[config.mk]
export PLATFORM = sky130hd
export DESIGN_NAME = chunk_stream_id_filter_flat
export DESIGN_NICKNAME = d
export VERILOG_FILES = /design/src/hw/rtl/csif_pkg.sv /design/src/hw/rtl/csif_if.sv /design/src/hw/rtl/chunk_stream_id_filter.sv /design/src/flat_wrapper.sv
export SDC_FILE = /design/constraint.sdc
export NUM_CORES = 1
export LEC_CHECK = 0
export BUFFER_PORTS_ARGS = -buffer_cell sky130_fd_sc_hd__buf_2
export CORE_MARGIN = 2
export CORE_UTILIZATION = 25
export DETAILED_ROUTE_END_ITERATION = 7
export GPL_TIMING_DRIVEN = 1
export PLACE_DENSITY_LB_ADDON = 0.25
export SYNTH_ARGS = -nofsm -noshare
export SYNTH_HDL_FRONTEND = slang
export SYNTH_SLANG_ARGS = --single-unit
[constraint.sdc]
create_clock -name clk -period 5.1 [get_ports clk]
set_input_delay 0.765 -clock clk [delete_from_list [all_inputs] [get_ports clk]]
set_output_delay 0.765 -clock clk [all_outputs]
set_load 0.01 [all_outputs]
[src/hw/rtl/csif_pkg.sv]
`timescale 1ns / 1ps
// ----------------------------------------------------------------------------
// csif_pkg
// Shared widths, phase codes and status codes of the chunk stream filter.
// ----------------------------------------------------------------------------
package csif_pkg;

  localparam int unsigned ByteW   = 8;
  localparam int unsigned WordW   = 32;
  localparam int unsigned StatusW = 2;
  localparam int unsigned PhaseW  = 2;
  localparam int unsigned CountW  = 2;

  // last byte index of a 4-byte header field
  localparam logic [CountW-1:0] FieldLastByte = 2'd3;

  // walk phases; the unused code behaves as the tag phase
  localparam logic [PhaseW-1:0] PhTag = 2'd0;
  localparam logic [PhaseW-1:0] PhLen = 2'd1;
  localparam logic [PhaseW-1:0] PhPay = 2'd2;

  // result status codes
  localparam logic [StatusW-1:0] StRunning   = 2'd0;
  localparam logic [StatusW-1:0] StFound     = 2'd1;
  localparam logic [StatusW-1:0] StNotFound  = 2'd2;
  localparam logic [StatusW-1:0] StTruncated = 2'd3;

  typedef logic [ByteW-1:0]   byte_t;
  typedef logic [WordW-1:0]   word_t;
  typedef logic [StatusW-1:0] status_t;

endpackage

[src/hw/rtl/csif_if.sv]
`timescale 1ns / 1ps
// ----------------------------------------------------------------------------
// csif_in_if / csif_out_if
// Valid/ready channels carrying file bytes in and payload results out.
// ----------------------------------------------------------------------------
interface csif_in_if
  import csif_pkg::*;
();
  logic  valid;
  logic  ready;
  byte_t data_byte;
  logic  end_of_file;

  modport source (output valid, output data_byte, output end_of_file, input ready);
  modport sink   (input valid, input data_byte, input end_of_file, output ready);
endinterface

interface csif_out_if
  import csif_pkg::*;
();
  logic    valid;
  logic    ready;
  byte_t   out_byte;
  logic    payload_valid;
  logic    payload_last;
  status_t status;

  modport source (output valid, output out_byte, output payload_valid,
                  output payload_last, output status, input ready);
  modport sink   (input valid, input out_byte, input payload_valid,
                  input payload_last, input status, output ready);
endinterface

[src/hw/rtl/chunk_stream_id_filter.sv]
`timescale 1ns / 1ps
// ----------------------------------------------------------------------------
// chunk_stream_id_filter
// Walks a tagged chunk file and forwards the payload of the first chunk
// whose tag equals target_tag.
// ----------------------------------------------------------------------------
// usage
//   in_ch  : one file byte per word, end_of_file set on the last byte
//   out_ch : one result word per matching payload byte, per zero-length
//            match and per end_of_file byte; bytes that make no result
//            (headers, skipped payloads, bytes after the match) vanish
//   cfg    : cfg_we/cfg_wdata write target_tag, first tag char in top byte;
//            write only while the block is idle
// timing
//   one input word per cycle when not stalled; a result shows on out_ch in
//   the cycle after its word is taken. the whole walk is one pass of shift,
//   compare and count logic between the walk registers and output register
// stall
//   in_ch.ready stays high while the output register is empty or is being
//   drained this cycle, so a stalled receiver holds at most one result and
//   stops the input only while that result waits
// reset
//   rst (synchronous) clears the walk to the tag phase, empties the output
//   register and sets target_tag to zero; end_of_file also returns the walk
//   to the tag phase but keeps target_tag
// ----------------------------------------------------------------------------
module chunk_stream_id_filter
  import csif_pkg::*;
(
  input  logic           clk,
  input  logic           rst,
  input  logic           cfg_we,
  input  word_t          cfg_wdata,
  csif_in_if.sink        in_ch,
  csif_out_if.source     out_ch
);

  // configuration
  word_t target_tag;

  // walk state
  logic [PhaseW-1:0] phase, phase_next;
  logic [CountW-1:0] field_byte_count, field_byte_count_next;
  word_t             tag_shift, tag_shift_next;
  word_t             length_shift, length_shift_next;
  word_t             payload_remaining, payload_remaining_next;
  logic              chunk_matches, chunk_matches_next;
  logic              match_done, match_done_next;

  // output register
  logic    res_valid;
  byte_t   res_byte, res_byte_next;
  logic    res_pay_valid, res_pay_valid_next;
  logic    res_last, res_last_next;
  status_t res_status, res_status_next;
  logic    emit;

  logic  in_take;
  word_t length_word;
  word_t tag_word;
  logic  done_now;

  assign in_ch.ready = !res_valid || out_ch.ready;
  assign in_take     = in_ch.valid && in_ch.ready;

  assign tag_word    = {tag_shift[WordW-ByteW-1:0], in_ch.data_byte};
  assign length_word = {length_shift[WordW-ByteW-1:0], in_ch.data_byte};

  // one step of the walk for the byte on in_ch
  always_comb begin
    phase_next             = phase;
    field_byte_count_next  = field_byte_count;
    tag_shift_next         = tag_shift;
    length_shift_next      = length_shift;
    payload_remaining_next = payload_remaining;
    chunk_matches_next     = chunk_matches;
    match_done_next        = match_done;
    done_now               = 1'b0;
    emit                   = 1'b0;
    res_byte_next          = '0;
    res_pay_valid_next     = 1'b0;
    res_last_next          = 1'b0;

    if (!match_done) begin
      case (phase)
        PhLen: begin
          length_shift_next = length_word;
          if (field_byte_count == FieldLastByte) begin
            field_byte_count_next  = '0;
            payload_remaining_next = length_word;
            if (length_word == '0) begin
              // empty payload: a match completes right here
              phase_next = PhTag;
              if (chunk_matches) begin
                match_done_next = 1'b1;
                done_now        = 1'b1;
                emit            = 1'b1;
                res_last_next   = 1'b1;
              end
            end else begin
              phase_next = PhPay;
            end
          end else begin
            field_byte_count_next = field_byte_count + 1'b1;
          end
        end
        PhPay: begin
          payload_remaining_next = payload_remaining - 1'b1;
          if (chunk_matches) begin
            emit               = 1'b1;
            res_pay_valid_next = 1'b1;
            res_byte_next      = in_ch.data_byte;
            if (payload_remaining == word_t'(1)) begin
              res_last_next   = 1'b1;
              match_done_next = 1'b1;
              done_now        = 1'b1;
            end
          end
          if (payload_remaining == word_t'(1)) begin
            phase_next = PhTag;
          end
        end
        default: begin
          // tag phase, also taken by the unused code
          tag_shift_next = tag_word;
          if (field_byte_count == FieldLastByte) begin
            field_byte_count_next = '0;
            chunk_matches_next    = (tag_word == target_tag);
            length_shift_next     = '0;
            phase_next            = PhLen;
          end else begin
            field_byte_count_next = field_byte_count + 1'b1;
            phase_next            = PhTag;
          end
        end
      endcase
    end

    if (in_ch.end_of_file) begin
      emit = 1'b1;
      if (match_done_next) begin
        res_status_next = StFound;
      end else if (phase_next == PhPay && chunk_matches_next) begin
        res_status_next = StTruncated;
      end else begin
        res_status_next = StNotFound;
      end
      // back to idle for the next file
      phase_next             = PhTag;
      field_byte_count_next  = '0;
      tag_shift_next         = '0;
      length_shift_next      = '0;
      payload_remaining_next = '0;
      chunk_matches_next     = 1'b0;
      match_done_next        = 1'b0;
    end else begin
      res_status_next = done_now ? StFound : StRunning;
    end
  end

  // configuration register
  always_ff @(posedge clk) begin
    if (rst) begin
      target_tag <= '0;
    end else if (cfg_we) begin
      target_tag <= cfg_wdata;
    end
  end

  // walk registers
  always_ff @(posedge clk) begin
    if (rst) begin
      phase             <= PhTag;
      field_byte_count  <= '0;
      tag_shift         <= '0;
      length_shift      <= '0;
      payload_remaining <= '0;
      chunk_matches     <= 1'b0;
      match_done        <= 1'b0;
    end else if (in_take) begin
      phase             <= phase_next;
      field_byte_count  <= field_byte_count_next;
      tag_shift         <= tag_shift_next;
      length_shift      <= length_shift_next;
      payload_remaining <= payload_remaining_next;
      chunk_matches     <= chunk_matches_next;
      match_done        <= match_done_next;
    end
  end

  // output register control
  always_ff @(posedge clk) begin
    if (rst) begin
      res_valid <= 1'b0;
    end else if (in_take) begin
      res_valid <= emit;
    end else if (out_ch.ready) begin
      res_valid <= 1'b0;
    end
  end

  // output register payload
  always_ff @(posedge clk) begin
    if (in_take && emit) begin
      res_byte      <= res_byte_next;
      res_pay_valid <= res_pay_valid_next;
      res_last      <= res_last_next;
      res_status    <= res_status_next;
    end
  end

  assign out_ch.valid         = res_valid;
  assign out_ch.out_byte      = res_byte;
  assign out_ch.payload_valid = res_pay_valid;
  assign out_ch.payload_last  = res_last;
  assign out_ch.status        = res_status;

endmodule

[src/flat_wrapper.sv]
// flat-port wrapper written by rule: the top's interface ports become plain ports
module chunk_stream_id_filter_flat import csif_pkg::*;
  (clk, rst, cfg_we, cfg_wdata, in_ch_valid, in_ch_data_byte, in_ch_end_of_file, in_ch_ready, out_ch_valid, out_ch_out_byte, out_ch_payload_valid, out_ch_payload_last, out_ch_status, out_ch_ready);
  csif_in_if in_ch_i ();
  csif_out_if out_ch_i ();
  input  logic clk;
  input  logic rst;
  input  logic cfg_we;
  input  word_t cfg_wdata;
  input wire logic [$bits(in_ch_i.valid)-1:0] in_ch_valid;
  input wire logic [$bits(in_ch_i.data_byte)-1:0] in_ch_data_byte;
  input wire logic [$bits(in_ch_i.end_of_file)-1:0] in_ch_end_of_file;
  output wire logic [$bits(in_ch_i.ready)-1:0] in_ch_ready;
  output wire logic [$bits(out_ch_i.valid)-1:0] out_ch_valid;
  output wire logic [$bits(out_ch_i.out_byte)-1:0] out_ch_out_byte;
  output wire logic [$bits(out_ch_i.payload_valid)-1:0] out_ch_payload_valid;
  output wire logic [$bits(out_ch_i.payload_last)-1:0] out_ch_payload_last;
  output wire logic [$bits(out_ch_i.status)-1:0] out_ch_status;
  input wire logic [$bits(out_ch_i.ready)-1:0] out_ch_ready;
  assign in_ch_i.valid = in_ch_valid;
  assign in_ch_i.data_byte = in_ch_data_byte;
  assign in_ch_i.end_of_file = in_ch_end_of_file;
  assign in_ch_ready = in_ch_i.ready;
  assign out_ch_valid = out_ch_i.valid;
  assign out_ch_out_byte = out_ch_i.out_byte;
  assign out_ch_payload_valid = out_ch_i.payload_valid;
  assign out_ch_payload_last = out_ch_i.payload_last;
  assign out_ch_status = out_ch_i.status;
  assign out_ch_i.ready = out_ch_ready;
  chunk_stream_id_filter u_core (.clk(clk), .rst(rst), .cfg_we(cfg_we), .cfg_wdata(cfg_wdata), .in_ch(in_ch_i), .out_ch(out_ch_i));
endmodule
Yosys cells after proc, flatten, opt, wreduce, memory -nomap -nowiden --
Index checks and enable logic that the tools add are counted.
Cells by class: reductions and logical operators 16, bitwise logic cells 2, multiplexer cells 44, equality and inequality tests 10, $add $sub $neg 2
Operator list (count):
- 24-bit two-way mux | 6
- 32-bit two-way mux | 3
- 32-bit case mux with 2 select lines | 1
- 24-bit case mux with 2 select lines | 1
- 32-bit by 1-bit == test with 1-bit output, second input constant | 1
- 32-bit == test | 1
- 32-bit logical NOT | 1
- 32-bit by 1-bit subtractor with 32-bit output, second input constant | 1
- 2-bit two-way mux | 11
- 1-bit two-way mux | 19
- 4-bit AND reduction | 2
- 2-bit == test, second input constant | 3
- 3-bit AND reduction | 2
- 3-bit nonzero test | 2
- 2-bit inequality test, second input constant | 2
- 1-bit case mux with 2 select lines | 2
- 2-bit case mux with 2 select lines | 1
- 2-bit OR reduction | 2
- 1-bit logical AND | 3
- 3-bit by 2-bit inequality test with 1-bit output, second input constant | 1
- 3-bit OR reduction | 1
- 2-bit by 1-bit adder with 2-bit output, second input constant | 1
- 2-bit by 1-bit == test with 1-bit output, second input constant | 1
- 2-bit by 1-bit inequality test with 1-bit output, second input constant | 1
- 4 further kinds | 5
Storage, ports and cells: bits of input ports 46, bits in registers 131, output and inout port bits 14, word-level logic and storage cells 87

Longest topological paths before layout --
Gate-level depths: netlist of the first run.
word-level depth 10, gate-level depth with buffers 10, depth with buffers taken out 8

Least setup slack after synthesis of the first run --
OpenSTA, ideal clock, no wires.
path kind input to register, from input port in_ch_data_byte[2], to register u_core.res_byte[0], in the netlist u_core.out_ch.out_byte[0], enable pin, arrival time 2.063 ns, path slack 2.657 ns, stages 5, buffers on the path 0, cell sequence nor4_1 -> nand4_1 -> o31ai_1 -> a31oi_1 -> nor2_1
On the way: cells in the longest elaborated chain, start to end 7
RTL lines:
- start, declared | line flat_wrapper.sv:11 | input wire logic [$bits(in_ch_i.data_byte)-1:0] in_ch_data_byte;
- 32-bit logical NOT | line chunk_stream_id_filter.sv:91 | if (length_word == '0) begin
- 1-bit two-way mux | line chunk_stream_id_filter.sv:91
- 1-bit two-way mux | line chunk_stream_id_filter.sv:88 | if (field_byte_count == FieldLastByte) begin
- 1-bit case mux with 2 select lines | line chunk_stream_id_filter.sv:85 | case (phase)
- 1-bit two-way mux | line chunk_stream_id_filter.sv:84 | if (!match_done) begin
- 1-bit two-way mux | line chunk_stream_id_filter.sv:139 | if (in_ch.end_of_file) begin
- 1-bit logical AND | line chunk_stream_id_filter.sv:204 | if (in_take && emit) begin
- end signal, assigned | line chunk_stream_id_filter.sv:205 | res_byte <= res_byte_next;
- end, declared | line chunk_stream_id_filter.sv:52 | byte_t res_byte, res_byte_next;
Every way passes these cells. A chain may end at the register's enable or synchronous reset.

Worst setup path after layout of the first run --
from register u_core.phase[1], to register u_core.res_byte[6], in the netlist u_core.out_ch.out_byte[6], enable pin
On the way: cells in the longest elaborated chain, start to end 5, elaborated cells on any way between the ends 6, classes of those cells eq/ne (2); mux (3); reduce/logical (1)
RTL lines:
- start, declared | line chunk_stream_id_filter.sv:42 | logic [PhaseW-1:0] phase, phase_next;
- start signal, assigned | line chunk_stream_id_filter.sv:173 | phase <= PhTag;
- start signal, assigned | line chunk_stream_id_filter.sv:181 | phase <= phase_next;
- 2-bit == test or 2-bit by 1-bit == test with 1-bit output (tied branches) | line chunk_stream_id_filter.sv:85
- 1-bit case mux with 2 select lines * | line chunk_stream_id_filter.sv:85
- 1-bit two-way mux * | line chunk_stream_id_filter.sv:84
- 1-bit two-way mux * | line chunk_stream_id_filter.sv:139
- 1-bit logical AND * | line chunk_stream_id_filter.sv:204
Mark *: on every way between the ends. The rest lies on a longest branch, timed or not.

==> results of run 1 <==
==> final timing paths <==
check,from,to,slack (ns),cells past startpoint
setup / recovery,u_core.phase[1]$_SDFFE_PP0P_,u_core.out_ch.out_byte[6]$_SDFFCE_PP0P_,2.01,6
hold reg to reg,u_core.length_shift[20]$_SDFFE_PP0P_,u_core.length_shift[20]$_SDFFE_PP0P_,0.48,2
setup reg to reg,u_core.phase[1]$_SDFFE_PP0P_,u_core.out_ch.out_byte[6]$_SDFFCE_PP0P_,2.01,6
hold / removal,u_core.length_shift[20]$_SDFFE_PP0P_,u_core.length_shift[20]$_SDFFE_PP0P_,0.48,2
==> cell families after synthesis <==
family,after synthesis
mux,37
xor+xnor,36
simple gates,305
flops,131
buf+inv,62
fa+ha+maj,5
compound gates,175
==> layer usage <==
metal | GRT usage | vias up
li1 | - | 2740
met1 | 0.214 | 2686
met2 | 0.220 | 156
met3 | 0.0339 | 20
met4 | 0.0495 | 0
met5 | 0 | -
==> placed cells by master, fill, tap and decap left out, types with 9 or more instances in the layout <==
cell / Yosys / final
dfxtp_1: 119 / 119
nor2_1: 111 / 111
a21oi_1: 72 / 72
buf_2: 2 / 58
o21ai_0: 44 / 44
nand2_1: 41 / 41
mux2i_1: 34 / 34
nand3_1: 32 / 32
a22oi_1: 28 / 28
nor3_1: 22 / 22
xnor2_1: 21 / 21
nor4_1: 19 / 19
clkbuf_16: 0 / 18
nor2b_1: 17 / 17
xor2_1: 15 / 15
edfxtp_1: 12 / 12
inv_1: 11 / 11
and2_1: 11 / 11
o21ai_1: 11 / 10
nand4_1: 9 / 9
nor3b_1: 9 / 9
buf_4: 0 / 9
==> power by group through the flow <==
stage	Sequential (mW)	Clock [mW]	Combinational, mW
6_report	1.08	1.16	0.216
5_1_grt	1.09	1.24	0.239
4_1_cts	1.08	1.19	0.217
3_5_place_dp	1.11	0	0.216
3_3_place_gp	1.11	0	0.218
2_1_floorplan	1.10	0	0.143
==> area by class of cell <==
| class | instances | share of cell area |
|---|---|---|
| timing repair buffer | 67 | 0.0483 |
| clock buffer | 20 | 0.0631 |
| multi-input combinational | 558 | 0.445 |
| tap | 324 | 0.0547 |
| clock inverter | 12 | 0.0128 |
| sequential | 131 | 0.370 |
| inverter | 11 | 0.00557 |
==> flip-flops by register name, summed over array words and instances, names as in the netlist, 2 cells and up <==
signal                    cells
u_core.payload_remaining     32
u_core.out_ch.status          2
u_core.tag_shift             24
u_core.length_shift          24
u_core.phase                  2
u_core.field_byte_count       2
u_core.out_ch.out_byte        8
u_core.target_tag            32
==> per-stage QoR <==
stage / power (mW) / std cells / hold slack (ns) / instance area [µm²] / utilization
after floorplan: 1.24 / 751 / 0.440 / 6270 / -
after global placement: 1.32 / 1091 / 0.462 / 6850 / 0.280
after detailed placement: 1.32 / 1091 / 0.471 / 6850 / 0.280
after CTS: 2.49 / 1123 / 0.479 / 7410 / 0.303
after global routing: 2.56 / 1123 / 0.502 / 7410 / 0.303
final: 2.46 / 1123 / 0.480 / 7410 / 0.303
==> critical path: stages, from the launching register on <==
cell and delay (ns):
dfxtp_1 0.40, ha_1 0.17, buf_4 0.36, inv_1 0.52, o31ai_1 0.24, a31oi_1 0.15, nor2_1 0.84
==> impl_metrics.yaml, run 1 <==
outcome:
  outcome: "finished, final reports clean"
synthesis:
  synth_compound_gate_area_share: 0.160
  synthMuxAreaShare: 0.0596
  syn_inst: 751
  synth_most_common_cell: "dfxtp_1"
  synthAdderAreaFrac: 0.00997
  synth_edf_count: 12
  yosys.area_share.simple: 0.245
  yosysSeqAreaShare: 0.437
  async_flop_share: 0
  yosys_warnings: 0
  yosys_register_bits: 131
  synth_top_family_by_area: "simple AND/OR/NAND/NOR gates"
  yosysUniqueCellTypes: 56
  synth_nets: 802
  synthXorXnorAreaFrac: 0.0502
  netlist_area_um2: 6270
  yosys-top-cells-area: "dfxtp_1 38%, nor2_1 6.6%, a21oi_1 5.7%"
  yosys-top-cells-count: "119 x dfxtp_1, 111 x nor2_1, 72 x a21oi_1"
  synth.top_cell.area_share: 0.380
  syn-mean-instance-area_um2: 8.36
  synth.largest_area_cell: "dfxtp_1"
  ys.flop_type: "dfxtp_1"
detailed_routing:
  met1Wirelength_mm: 9.48
  top_layer_used: "met4"
  met2_wirelength_mm: 8.43
  wire_per_inst_um: 17.0
  initialDrtViolationCount: 371
  dr.pass1.iters: 5
  vias: 5602
  route.detailed.drc: 0
  ant_nets: 0
  wl_met3_um: 912
  viasPerCell: 4.99
  totalWireLength_mm: 19.1
clock_tree:
  clock_latency_ns: 0.42
  clock_sinks: 131
  post_cts_resized: 0
  cts_tree: "yes"
  clkTransAtPathRegs_ns: 0.06
  root_buffer: "clkbuf_16"
  clockBufferDepth: 2
  post_cts_buffers: 0
  cts_buffers: 17
  h-tree-depth: 4
  cts_hold_buf: 0
timing:
  hold_viol: 0
  setup_slack_ns: 2.01
  fmax_ghz: 0.324
  fin_worst_skew_ns: 0.00574
  relSlewSlack: 0.276
  period_minus_slack_ns: 3.09
  max_slew.worst_pin.slew_ns: 1.08
  maxSlewViolCount: 0
  report.final.setup_viol: 0
  final.period_utilization: 0.605
  fin_setup_tns_ns: 0
  rsz0062_at_grt: "no"
global_route:
  grt_pass1_wl_mm: 30.6
  grt_overflow: 0
  grt_pass1_vias: 5406
  antenna_found_initial: 1
  grtUsageTotal: 0.149
  grt_max_degree: 69
die:
  io_pins: 60
  fp.dieArea_um2: 26400
  core-area_um2: 24500
  die_x_um: 162
  start_util: 0.257
  fp.dieH_um: 162
  rows: 57
worst_setup_path:
  worstPathMaxFanout: 36
  crit_type: "flop to flop"
  cp-end-kind: "flop"
  crit_required_ns: 5.13
  start_kind: "flop"
  cp.arrival_ns: 3.12
pwr:
  internal_power_mw: 1.81
  p_comb_frac: 0.088
  p_leak_nw: 2.76
  ir_drop_mv: 0.182
  power_density_nw_per_um2: 333
  pwr-share-seq: 0.440
  p_sw_mw: 0.651
  sw_frac_of_total: 0.264
  clockPowerShare: 0.472
layout:
  seq_area_um2: 2740
  layout.nets: 837
  nFillCells: 2603
  multiInputGateArea_um2: 3300
  syn2layout_area_growth_pct: 18.1
  diodes: 0
  drive_above_1_share: 0.140
placement:
  place_congestion: 0.853
  pre_cts_ws_ns: 1.90
  dpl.hpwl_mm: 13.1
  portBuffers: 59
job:
  maxCapViolations: 0
min_path:
  min_path_type: "flop to flop"
Power figures use the tool's default switching activity.
==> inputs of run 2 (changes only) <==
Clock period 5.1 ns to 2.9 ns, I/O delays scaled along.
==> impl_metrics.yaml, run 2 (synthesized netlist as in run 1, its figures left out) <==
layout:
  final_cell_mix: "119 x dfxtp_1, 111 x nor2_1, 72 x a21oi_1"
  diodes: 0
  nFillCells: 2642
  syn2layout_area_growth_pct: 19.5
  mostFrequentLayoutCell: "dfxtp_1"
  biggestRegsByFlops: "u_core.payload_remaining x32, u_core.target_tag x32"
  layout.nets: 847
  drive_above_1_share: 0.150
timing:
  maxSlewViolCount: 0
  period_minus_slack_ns: 2.45
  whs_ns: 0.236
  final.period_utilization: 0.845
  fin_setup_tns_ns: 0
  max_slew.worst_pin.slew_ns: 0.950
  fmax_ghz: 0.408
  hold_viol: 0
  relSlewSlack: 0.367
  rsz0062_at_grt: "no"
  fin_worst_skew_ns: 0.0133
  report.final.setup_viol: 0
  setup_slack_ns: 0.451
detailed_routing:
  viasPerCell: 4.89
  totalWireLength_mm: 19.0
  wire_per_inst_um: 16.8
  initialDrtViolationCount: 376
  dr.pass1.iters: 4
  route.detailed.drc: 0
  ant_nets: 0
  vias: 5528
min_path:
  min_path_type: "input port to flop"
outcome:
  outcome: "finished, final reports clean"
worst_setup_path:
  crit_required_ns: 3.17
  slowest_delay_ns: 0.46
  cpMaxStageDelayCell: "or4_1"
  path_cells: "inv_1 > ha_1 > and3b_1 > nand4_1 > or4_1 > nor3_1 > a21oi_1 > o21bai_2"
  worstPathMaxFanout: 7
  start_kind: "flop"
  cp-end-kind: "flop"
  cp.arrival_ns: 2.72
  crit_type: "flop to flop"
global_route:
  grt_pass1_vias: 5220
  grtUsageTotal: 0.148
  gr-usage-met2: 0.223
  use_met3: 0.0306
  busiest_layer: "met2"
  grt_max_degree: 83
  antenna_found_initial: 0
  grt_pass1_wl_mm: 30.0
  met1_usage: 0.212
  grt_overflow: 0
clock_tree:
  cts_tree: "yes"
  post_cts_resized: 0
  clock_sinks: 131
  cts_buffers: 17
  post_cts_buffers: 0
  clkTransAtPathRegs_ns: 0.06
  root_buffer: "clkbuf_16"
  clock_latency_ns: 0.42
  h-tree-depth: 4
  cts_hold_buf: 0
  clockBufferDepth: 2
placement:
  place_congestion: 0.813
  pre_cts_ws_ns: 0.457
  dpl.hpwl_mm: 13.2
  portBuffers: 59
job:
  maxCapViolations: 0
die:
  fp.dieH_um: 162
  start_util: 0.257
  rows: 57
  fp.dieArea_um2: 26400
  io_pins: 60
  core-area_um2: 24500
  die_x_um: 162
pwr:
  p_leak_nw: 2.82
  power_density_nw_per_um2: 588
  ir_drop_mv: 0.292
run 2: worst max-delay path, delay by kind of cell (launching register included):
| kind | cells | cell delay, ns |
|---|---|---|
| compound gates | 2 | 0.27 |
| buf+inv | 1 | 0.06 |
| flops | 1 | 0.39 |
| fa+ha+maj | 1 | 0.39 |
| simple gates | 4 | 1.20 |
run 2: cell type report:
class                   count  area [µm²]  area share
inverters                  11        41.3     0.00551
clock inverters            12         124      0.0165
flip-flops and latches    131        2740       0.366
repair buffers             77         433      0.0577
clock buffers              18         450      0.0601
multi-input cells         558        3300       0.440
well taps                 324         405      0.0541
run 2: stage by stage:
step	cells	util	instance area, µm²	total power [mW]
finish	1131	0.306	7500	4.41
global placement	1101	0.283	6920	2.34
CTS	1131	0.306	7500	4.45
global route	1131	0.306	7500	4.59
detailed placement	1101	0.283	6920	2.34
floorplan	751	-	6270	2.19
run 2: layer usage:
metal  vias up  wire length, µm
met5         -                0
met4         0              259
met3        15              801
met2       125             8370
met1      2638             9590
li1       2750                -
run 2: where the power goes:
group          leakage (nW)  switching [mW]  internal (mW)  total [mW]
sequential             1.08          0.0364           1.87        1.91
clock                 0.281           0.872           1.24        2.11
combinational          1.45           0.245          0.149       0.393
run 2: final timing paths:
| kind | from | end | slack, ns | depth (start not counted) |
|---|---|---|---|---|
| max reg2reg | u_core.phase[0]$_SDFFE_PP0P_ | u_core.out_ch.status[0]$_DFFE_PP_ | 0.45 | 8 |
| max | u_core.phase[0]$_SDFFE_PP0P_ | u_core.out_ch.status[0]$_DFFE_PP_ | 0.45 | 8 |
| min reg2reg | u_core.length_shift[20]$_SDFFE_PP0P_ | u_core.length_shift[20]$_SDFFE_PP0P_ | 0.47 | 2 |
| min | rst | u_core.payload_remaining[13]$_SDFFE_PP0P_ | 0.24 | 2 |
